$ cat config.mk
export PLATFORM = sky130hd
export DESIGN_NAME = round_robin_ready_queue
export DESIGN_NICKNAME = d
export VERILOG_FILES = /design/src/design/rrq_pkg.sv /design/src/design/rrq_mem.sv /design/src/design/rrq_ctrl.sv /design/src/design/round_robin_ready_queue.sv
export SDC_FILE = /design/constraint.sdc
export NUM_CORES = 1
export LEC_CHECK = 0
export CORE_UTILIZATION = 50
export DETAILED_ROUTE_END_ITERATION = 6
export DONT_BUFFER_PORTS = 1
export SETUP_SLACK_MARGIN = 0.05
export SYNTH_ARGS = -nofsm -noshare
export SYNTH_HDL_FRONTEND = slang
export SYNTH_HIERARCHICAL = 1
export SYNTH_SLANG_ARGS = --single-unit
export TNS_END_PERCENT = 10
$ cat constraint.sdc
create_clock -name clk -period 4.64 [get_ports clk]
set_input_delay 0.232 -clock clk [delete_from_list [all_inputs] [get_ports clk]]
set_output_delay 0.232 -clock clk [all_outputs]
set_load 0.01 [all_outputs]
$ cat src/design/rrq_pkg.sv
// Shared types for the round-robin ready queue.
// Action and status codes, sequencer states and the result record.
// No dependencies.
`default_nettype none

package rrq_pkg;

	// request action codes
	typedef enum logic [1:0] {
		ACT_SCHEDULE  = 2'd0,
		ACT_READY     = 2'd1,
		ACT_NOT_READY = 2'd2
	} action_e_t;

	// result status codes
	typedef enum logic [1:0] {
		ST_OK        = 2'd0,
		ST_FULL      = 2'd1,
		ST_NOT_FOUND = 2'd2,
		ST_EMPTY     = 2'd3
	} status_e_t;

	// sequencer states
	typedef enum logic [2:0] {
		S_IDLE,
		S_SCHED_RD,
		S_SEARCH,
		S_SHIFT,
		S_FINISH
	} state_e_t;

	// per-request result flags
	typedef struct packed {
		logic      switched;
		status_e_t status;
	} rrq_res_t;

endpackage

`default_nettype wire

$ cat src/design/rrq_mem.sv
// Queue entry storage: one write port, one read port with registered data.
// No package dependencies.
`default_nettype none

module rrq_mem #(
	parameter int DEPTH = 16,
	parameter int WIDTH = 8,
	localparam int AW = (DEPTH > 1) ? $clog2(DEPTH) : 1
) (
	input  wire logic             clk,
	input  wire logic             we,
	input  wire logic [AW-1:0]    waddr,
	input  wire logic [WIDTH-1:0] wdata,
	input  wire logic [AW-1:0]    raddr,
	output logic      [WIDTH-1:0] rdata
);

	logic [WIDTH-1:0] mem_q [DEPTH];
	logic [WIDTH-1:0] rdata_q;

	// write one entry, read one entry per cycle
	always_ff @(posedge clk) begin
		if (we) begin
			mem_q[waddr] <= wdata;
		end
		rdata_q <= mem_q[raddr];
	end

	assign rdata = rdata_q;

endmodule

`default_nettype wire

$ cat src/design/rrq_ctrl.sv
// Sequencer for the ready queue: circular-buffer pointers, running thread,
// and the shared compare/copy step used for search and gap closing.
// Depends on rrq_pkg; drives the ports of rrq_mem.
`default_nettype none

module rrq_ctrl import rrq_pkg::*; #(
	parameter int QUEUE_DEPTH = 16,
	parameter int THREAD_ID_BITS = 8,
	localparam int AW = (QUEUE_DEPTH > 1) ? $clog2(QUEUE_DEPTH) : 1,
	localparam int CW = $clog2(QUEUE_DEPTH + 1)
) (
	input  wire logic                      clk,
	input  wire logic                      arst_n,
	input  wire logic                      cfg_wr_en,
	input  wire logic [THREAD_ID_BITS-1:0] cfg_wr_data,
	input  wire logic                      in_valid,
	output logic                           in_ready,
	input  wire logic [1:0]                action,
	input  wire logic [THREAD_ID_BITS-1:0] thread_id,
	output logic                           res_valid,
	input  wire logic                      res_take,
	output rrq_res_t                       res,
	output logic      [THREAD_ID_BITS-1:0] cur_thread,
	output logic      [CW-1:0]             count,
	output logic                           mem_we,
	output logic      [AW-1:0]             mem_waddr,
	output logic      [THREAD_ID_BITS-1:0] mem_wdata,
	output logic      [AW-1:0]             mem_raddr,
	input  wire logic [THREAD_ID_BITS-1:0] mem_rdata
);

	localparam logic [CW-1:0] DEPTH_C = CW'(QUEUE_DEPTH);
	localparam logic [CW-1:0] ONE_C = CW'(1);
	localparam logic [CW-1:0] TWO_C = CW'(2);

	state_e_t                  state_q, state_d;
	logic [AW-1:0]             head_q, head_d;
	logic [CW-1:0]             count_q, count_d;
	logic [THREAD_ID_BITS-1:0] cur_q, cur_d;
	logic [CW-1:0]             off_q, off_d;
	logic [THREAD_ID_BITS-1:0] tid_q, tid_d;
	rrq_res_t                  res_q, res_d;
	logic                      hit;
	logic                      last;

	// map a queue offset from the head to a physical entry address
	function automatic logic [AW-1:0] wrap_addr(input logic [AW-1:0] base,
			input logic [CW-1:0] off);
		logic [CW:0] sum;
		sum = {{(CW + 1 - AW){1'b0}}, base} + {1'b0, off};
		if (sum >= (CW + 1)'(QUEUE_DEPTH)) begin
			sum = sum - (CW + 1)'(QUEUE_DEPTH);
		end
		return sum[AW-1:0];
	endfunction

	// shared compare unit: entry read last cycle against requested ID
	assign hit  = (mem_rdata == tid_q);
	assign last = ((off_q + ONE_C) == count_q);

	// control registers
	always_ff @(posedge clk or negedge arst_n) begin
		if (!arst_n) begin
			state_q <= S_IDLE;
			head_q  <= '0;
			count_q <= '0;
			cur_q   <= '0;
			off_q   <= '0;
		end else begin
			state_q <= state_d;
			head_q  <= head_d;
			count_q <= count_d;
			cur_q   <= cur_d;
			off_q   <= off_d;
		end
	end

	// payload registers
	always_ff @(posedge clk) begin
		tid_q <= tid_d;
		res_q <= res_d;
	end

	// next state, memory access and result flags
	always_comb begin
		state_d   = state_q;
		head_d    = head_q;
		count_d   = count_q;
		cur_d     = cur_q;
		off_d     = off_q;
		tid_d     = tid_q;
		res_d     = res_q;
		mem_we    = 1'b0;
		mem_waddr = wrap_addr(head_q, count_q);
		mem_wdata = tid_q;
		mem_raddr = head_q;
		in_ready  = 1'b0;
		res_valid = 1'b0;

		case (state_q)
			S_IDLE: begin
				in_ready = 1'b1;
				if (in_valid) begin
					tid_d = thread_id;
					off_d = '0;
					res_d.switched = 1'b0;
					res_d.status = ST_OK;
					state_d = S_FINISH;
					case (action)
						ACT_SCHEDULE: begin
							// read the head now, rotate next cycle
							if (count_q == '0) begin
								res_d.status = ST_EMPTY;
							end else begin
								state_d = S_SCHED_RD;
							end
						end
						ACT_READY: begin
							// append at the tail
							if (count_q == DEPTH_C) begin
								res_d.status = ST_FULL;
							end else begin
								mem_we    = 1'b1;
								mem_wdata = thread_id;
								count_d   = count_q + ONE_C;
							end
						end
						ACT_NOT_READY: begin
							// head read is issued; start the search
							if (count_q == '0) begin
								res_d.status = ST_NOT_FOUND;
							end else begin
								state_d = S_SEARCH;
							end
						end
						default: begin
							res_d.status = ST_OK;
						end
					endcase
				end
			end

			S_SCHED_RD: begin
				// old running thread to the tail, head becomes running
				mem_we         = 1'b1;
				mem_wdata      = cur_q;
				cur_d          = mem_rdata;
				head_d         = wrap_addr(head_q, ONE_C);
				res_d.switched = 1'b1;
				res_d.status   = ST_OK;
				state_d        = S_FINISH;
			end

			S_SEARCH: begin
				// compare one entry per cycle, prefetch the next
				mem_raddr = wrap_addr(head_q, off_q + ONE_C);
				if (hit) begin
					if (last) begin
						count_d = count_q - ONE_C;
						res_d.status = ST_OK;
						state_d = S_FINISH;
					end else begin
						state_d = S_SHIFT;
					end
				end else if (last) begin
					res_d.status = ST_NOT_FOUND;
					state_d = S_FINISH;
				end else begin
					off_d = off_q + ONE_C;
				end
			end

			S_SHIFT: begin
				// close the gap: move the following entry down by one
				mem_we    = 1'b1;
				mem_waddr = wrap_addr(head_q, off_q);
				mem_wdata = mem_rdata;
				mem_raddr = wrap_addr(head_q, off_q + TWO_C);
				off_d     = off_q + ONE_C;
				if ((off_q + TWO_C) == count_q) begin
					count_d = count_q - ONE_C;
					res_d.status = ST_OK;
					state_d = S_FINISH;
				end
			end

			S_FINISH: begin
				// hold until the output register takes the result
				res_valid = 1'b1;
				if (res_take) begin
					state_d = S_IDLE;
				end
			end

			default: begin
				state_d = S_IDLE;
			end
		endcase

		// load the running thread from the register write
		if (cfg_wr_en) begin
			cur_d = cfg_wr_data;
		end
	end

	assign res        = res_q;
	assign cur_thread = cur_q;
	assign count      = count_q;

	// queue never holds more than its depth
	a_count_bound: assert property (@(posedge clk) disable iff (!arst_n)
		count_q <= DEPTH_C)
		else $error("queue count above depth");

	// count moves by at most one per cycle
	a_count_step: assert property (@(posedge clk) disable iff (!arst_n)
		(count_q != $past(count_q)) |->
		((count_q == $past(count_q) + ONE_C) || (count_q + ONE_C == $past(count_q))))
		else $error("queue count jumped");

	// rotation keeps the count
	a_sched_count: assert property (@(posedge clk) disable iff (!arst_n)
		(state_q == S_SCHED_RD) |=> (count_q == $past(count_q)))
		else $error("schedule changed queue count");

	// a ready request on a full queue reports full
	a_full: assert property (@(posedge clk) disable iff (!arst_n)
		(in_valid && in_ready && action == ACT_READY && count_q == DEPTH_C) |=>
		(state_q == S_FINISH && res_q.status == ST_FULL))
		else $error("full queue not reported");

	// search and shift offsets stay inside the occupied entries
	a_off_range: assert property (@(posedge clk) disable iff (!arst_n)
		(state_q == S_SEARCH || state_q == S_SHIFT) |-> (off_q < count_q))
		else $error("offset beyond queue count");

endmodule

`default_nettype wire

$ cat src/design/round_robin_ready_queue.sv
// Round-robin ready queue of thread IDs with a running-thread register. A request is
// accepted only while the sequencer is idle. Its result goes to the output register
// from S_FINISH; a schedule first passes S_SCHED_RD (not on an empty queue), a ready
// request or the unused action code goes straight to S_FINISH, and a not-ready request
// on a non-empty queue passes S_SEARCH and then S_SHIFT while entries follow the match,
// since the single-read-port entry memory is scanned one entry per cycle to find the
// match and then read again one entry per cycle to close the gap. The next request is
// taken the cycle after the result is handed over. While the output register still
// holds an undrained result, the sequencer keeps its result and the input waits.
// Depends on rrq_pkg, rrq_ctrl and rrq_mem.
`default_nettype none

module round_robin_ready_queue import rrq_pkg::*; #(
	parameter int QUEUE_DEPTH = 16,
	parameter int THREAD_ID_BITS = 8,
	localparam int AW = (QUEUE_DEPTH > 1) ? $clog2(QUEUE_DEPTH) : 1,
	localparam int CW = $clog2(QUEUE_DEPTH + 1)
) (
	input  wire logic                      clk,
	input  wire logic                      arst_n,
	input  wire logic                      cfg_wr_en,
	input  wire logic [THREAD_ID_BITS-1:0] cfg_wr_data,
	input  wire logic                      in_valid,
	output logic                           in_ready,
	input  wire logic [1:0]                action,
	input  wire logic [THREAD_ID_BITS-1:0] thread_id,
	output logic                           out_valid,
	input  wire logic                      out_ready,
	output logic      [THREAD_ID_BITS-1:0] running_thread,
	output logic                           switched,
	output logic      [1:0]                status,
	output logic      [CW-1:0]             queue_count
);

	logic                      res_valid;
	logic                      res_take;
	rrq_res_t                  res;
	logic [THREAD_ID_BITS-1:0] cur_thread;
	logic [CW-1:0]             count;
	logic                      mem_we;
	logic [AW-1:0]             mem_waddr;
	logic [THREAD_ID_BITS-1:0] mem_wdata;
	logic [AW-1:0]             mem_raddr;
	logic [THREAD_ID_BITS-1:0] mem_rdata;

	logic                      out_valid_q;
	logic [THREAD_ID_BITS-1:0] running_thread_q;
	logic                      switched_q;
	logic [1:0]                status_q;
	logic [CW-1:0]             queue_count_q;

	rrq_ctrl #(
		.QUEUE_DEPTH   (QUEUE_DEPTH),
		.THREAD_ID_BITS(THREAD_ID_BITS)
	) u_ctrl (
		.clk        (clk),
		.arst_n     (arst_n),
		.cfg_wr_en  (cfg_wr_en),
		.cfg_wr_data(cfg_wr_data),
		.in_valid   (in_valid),
		.in_ready   (in_ready),
		.action     (action),
		.thread_id  (thread_id),
		.res_valid  (res_valid),
		.res_take   (res_take),
		.res        (res),
		.cur_thread (cur_thread),
		.count      (count),
		.mem_we     (mem_we),
		.mem_waddr  (mem_waddr),
		.mem_wdata  (mem_wdata),
		.mem_raddr  (mem_raddr),
		.mem_rdata  (mem_rdata)
	);

	rrq_mem #(
		.DEPTH(QUEUE_DEPTH),
		.WIDTH(THREAD_ID_BITS)
	) u_mem (
		.clk  (clk),
		.we   (mem_we),
		.waddr(mem_waddr),
		.wdata(mem_wdata),
		.raddr(mem_raddr),
		.rdata(mem_rdata)
	);

	// take a result when the output register is empty or being drained
	assign res_take = !out_valid_q || out_ready;

	// output valid
	always_ff @(posedge clk or negedge arst_n) begin
		if (!arst_n) begin
			out_valid_q <= 1'b0;
		end else if (res_valid && res_take) begin
			out_valid_q <= 1'b1;
		end else if (out_ready) begin
			out_valid_q <= 1'b0;
		end
	end

	// output payload
	always_ff @(posedge clk) begin
		if (res_valid && res_take) begin
			running_thread_q <= cur_thread;
			switched_q       <= res.switched;
			status_q         <= res.status;
			queue_count_q    <= count;
		end
	end

	assign out_valid      = out_valid_q;
	assign running_thread = running_thread_q;
	assign switched       = switched_q;
	assign status         = status_q;
	assign queue_count    = queue_count_q;

endmodule

`default_nettype wire

==> results.md <==
Pwr:
- The total power per unit cell area is 676 nW/µm².
- Summed over all cells, the static leakage comes to 3.29 nW.
- IR analysis of the VDD net gives a maximum drop of 0.000365 V.

Synth:
- Summed over all instances, the cell type with the most area after synthesis is sky130_fd_sc_hd__edfxtp_1.
- Sorting the synthesized cells by area gives the leading types as sky130_fd_sc_hd__edfxtp_1, sky130_fd_sc_hd__dfrtp_1, sky130_fd_sc_hd__mux4_2.
- The Yosys step of the flow raised 6 warnings.
- The average footprint of a synthesized cell is 16.2 µm².
- The share of the synthesized area in the top cell type is 55.7%.
- The async set-reset flop share out of synthesis is 13.8%.
- In the synthesized netlist the dominant register cell turns out to be sky130_fd_sc_hd__edfxtp_1.
- The sequential share of the synthesized area is 65.4%.
- The number of different library cells used by synthesis comes to 63.
- Synthesis produced a netlist whose cell count is 517.
- The number of synthesized flops with an enable pin is 155.
- When the netlist entered floorplanning its net count stood at 555.
- The number of synthesized register bits is 189.
- After synthesis the cells add up to 8360 µm².

Routing:
- The total via count after detailed routing is 4481.
- In the routed layout, each cell is associated on average with a via count of 5.85.
- In the final routed layout, each cell accounts on average for 22.1 µm.
- The count of nets left with antenna violations once routing finished came out at 0.
- The pre-antenna-repair detailed-routing pass consisted of 5 iterations.
- For this block, the initial DRC count from the detailed router was 379.
- After detailed routing, the total wire length is 16900 µm.
- For this run, design rule violations remaining after detail routing come to 0.

Finish:
- The area added between synthesis and finish is 11.7%.
- For this run, the post-layout net count is 578.
- The cell area after layout is 9340 µm².
- The antenna cell count is 0.
- The commonest non-fill, non-tap cell in the layout is sky130_fd_sc_hd__edfxtp_1.
- In the layout the commonest cells are sky130_fd_sc_hd__edfxtp_1, sky130_fd_sc_hd__nand2_1, sky130_fd_sc_hd__nor2_1.
- The share of final-layout standard cells stronger than drive strength 1 is 14.9%.

Critical path:
- The element type at the critical path start is a flop.
- In this run the register-to-register setup slack is 800 ps.
- The worst endpoint required time is 4700 ps.
- The kind of capture point of the worst setup path is a flop.
- The startpoint identified for the worst register-to-register timing path is u_ctrl/state_q[0].
- Data arrives at the worst endpoint at 3900 ps.
- The worst setup path startpoint is u_ctrl/state_q[0].
- The endpoint of the worst register-to-register path is u_mem/mem_q[3][0].
- The critical path is of the flop to flop type.
- Measured in cells, the most critical reg-to-reg path has a length of 10.
- Of all nets on the critical path, the largest fanout is 11.

Run:
- Max-cap violations in this run came to 0.

Outcome:
- The run finished with clean final reports.

Clock tree:
- Counting every sink on the clock net gives 189.
- The maximum level of the CTS H-tree is 4.
- TritonCTS built the clock tree.
- Clock latency on the worst-skew pair, taken at its later pin, is 430 ps.
- After clock tree synthesis, the clock-pin slew on the worst setup and hold paths is 70 ps.
- The tree is rooted in a sky130_fd_sc_hd__clkbuf_16.
- Counting the buffers created by CTS gives 17.
- The clock passes through at most 2 buffers.
- The count of buffers added by post-CTS timing repair for setup is 0.

Global route:
- The initial antenna violation count is 0.
- The final global-route overflow total is 0.
- The global-route wire length before repair is 26800 µm.
- Entering global routing, the biggest net connects 27 pins.
- The global routing usage summed across all routing layers is 21.1%.
- The via count of the first global-routing pass is 4626.

Die:
- The die area is 17200 µm².
- The area of the placeable core is 16100 µm².
- The floorplan step set the die width to 131 µm.
- The initialized floorplan defines 46 standard-cell rows.
- 41 I/O pins were placed.
- Measured along the y axis, the die boundary spans 131 µm.
- For this configuration, the core starts out at a cell density of 51.9%.

Min path:
- Counting instances, the worst hold path has a depth of 1.
- The startpoint identified for the worst hold timing path is action[0].
- The worst min-delay path category is input pin to flop.
- The worst hold path endpoint is u_ctrl/res[1].

Timing:
- The setup skew after layout is 12.7 ps.
- Final hold analysis gives a worst-case slack of 28.6 ps.
- The highest attainable clock frequency is 260 MHz.
- The worst path uses 82.8% of the clock period.
- Headroom to the max-slew limit came out at 40.6%.
- The number of hold violations in the final report is 0.
- The final critical delay including setup and external delays is 3840 ps.
- The final max-slew violation count is 0.
- The final total negative setup slack is 0 ps.
- Setup repair after global routing left no endpoint under its margin.
- Setup violations remaining at the end of the flow were counted as 0.
- The actual transition at the worst max-transition pin is 887 ps.

Placed design:
- The total half-perimeter wirelength after legalization and detailed placement is 11400 µm.
- The total cell area at the placement stage is 8540 µm².
- The final weighted congestion of routability-driven global placement is 0.822.
- Port buffering added 0 buffers.
-- state kept, by name, summed over array words and instances, names as in the netlist --
| name | cells |
|---|---|
| out_valid | 1 |
| queue_count | 5 |
| running_thread | 8 |
| status | 2 |
| switched | 1 |
| u_ctrl/count | 5 |
| u_ctrl/cur_thread | 8 |
| u_ctrl/head_q | 4 |
| u_ctrl/off_q | 5 |
| u_ctrl/res | 3 |
| u_ctrl/state_q | 3 |
| u_ctrl/tid_q | 8 |
| u_mem/mem_q | 128 |
| u_mem/rdata | 8 |
-- report_power, final --
| group | leakage, nW | total (mW) | internal, mW | switching [mW] |
|---|---|---|---|---|
| sequential | 1.80 | 2.58 | 2.30 | 0.278 |
| combinational | 1.20 | 2.27 | 1.00 | 1.27 |
| clock | 0.281 | 1.46 | 0.849 | 0.615 |
-- area by class of cell --
type | count | area, µm²
tap | 216 | 270
clock buffer | 18 | 429
fill | 1229 | 6780
inverter | 6 | 22.5
multi-input combinational | 296 | 2710
timing repair buffer | 30 | 285
clock inverter | 11 | 163
sequential | 189 | 5470
-- worst max-delay path, stage by stage, from the launching register on --
cell and delay (ps):
sky130_fd_sc_hd__dfrtp_1 510, sky130_fd_sc_hd__nor2b_1 320, sky130_fd_sc_hd__nand2_1 300, sky130_fd_sc_hd__mux2_2 400
sky130_fd_sc_hd__ha_1 270, sky130_fd_sc_hd__a21o_1 150, sky130_fd_sc_hd__a21oi_1 160, sky130_fd_sc_hd__xnor2_1 150
sky130_fd_sc_hd__xnor2_1 130, sky130_fd_sc_hd__or3b_2 520, sky130_fd_sc_hd__nor2_1 550
-- cells in the mapped netlist (6+ instances only) --
cell                       number
sky130_fd_sc_hd__edfxtp_1     155
sky130_fd_sc_hd__nand2_1       40
sky130_fd_sc_hd__nor2_1        27
sky130_fd_sc_hd__dfrtp_1       26
sky130_fd_sc_hd__mux2i_1       18
sky130_fd_sc_hd__mux4_2        18
sky130_fd_sc_hd__xor2_1        17
sky130_fd_sc_hd__a22oi_1       16
sky130_fd_sc_hd__xnor2_1       16
sky130_fd_sc_hd__o21ai_0       15
sky130_fd_sc_hd__mux4_1        14
sky130_fd_sc_hd__ha_1          12
sky130_fd_sc_hd__a21oi_1       10
sky130_fd_sc_hd__buf_2         10
sky130_fd_sc_hd__nand2b_1       9
sky130_fd_sc_hd__a221o_1        8
sky130_fd_sc_hd__dfxtp_1        8
sky130_fd_sc_hd__nand3_1        7
sky130_fd_sc_hd__inv_1          6
sky130_fd_sc_hd__nor3_1         6
-- worst max-delay path by stage --
| stage | endpoint | slack, ps |
|---|---|---|
| floorplan | u_mem/mem_q[0][0] | 1030 |
| global placement | u_mem/rdata[3] | 880 |
| detailed placement | u_mem/rdata[3] | 790 |
| CTS | u_mem/rdata[3] | 770 |
| global route | u_mem/mem_q[1][2] | 510 |
| finish | u_mem/mem_q[3][0] | 800 |
-- routing by layer --
layer	routed length, µm	global-route usage, %	vias up
li1	-	-	2048
met1	7560	27.7	2273
met2	8340	34.8	142
met3	782	4.59	18
met4	261	7.24	0
met5	0	0	-
-- through the flow --
step                      utilization, %  instances  worst slack, ps  power (mW)
after floorplan                        -        517             1030        4.32
after global placement              53.0        717              884        4.84
after detailed placement            53.0        717              787        4.87
after CTS                           58.0        766              769        6.37
after global routing                58.0        766              513        6.66
final                               58.0        766              797        6.31
-- what timing repair did --
item,in CTS,in global routing
gates resized for setup,0,0
endpoints found under the hold margin,43,0
hold buffers,20,0
-- cells by family after synthesis --
family / synth area share [%]
xor gates and xnor gates: 3.85
muxes: 12.6
adders and majority gates: 2.51
AOI/OAI and AO/OA: 6.21
and+or+nand+nor: 7.14
buffers and inverters: 2.33
DFF: 65.3
Power figures use the tool's default switching activity.
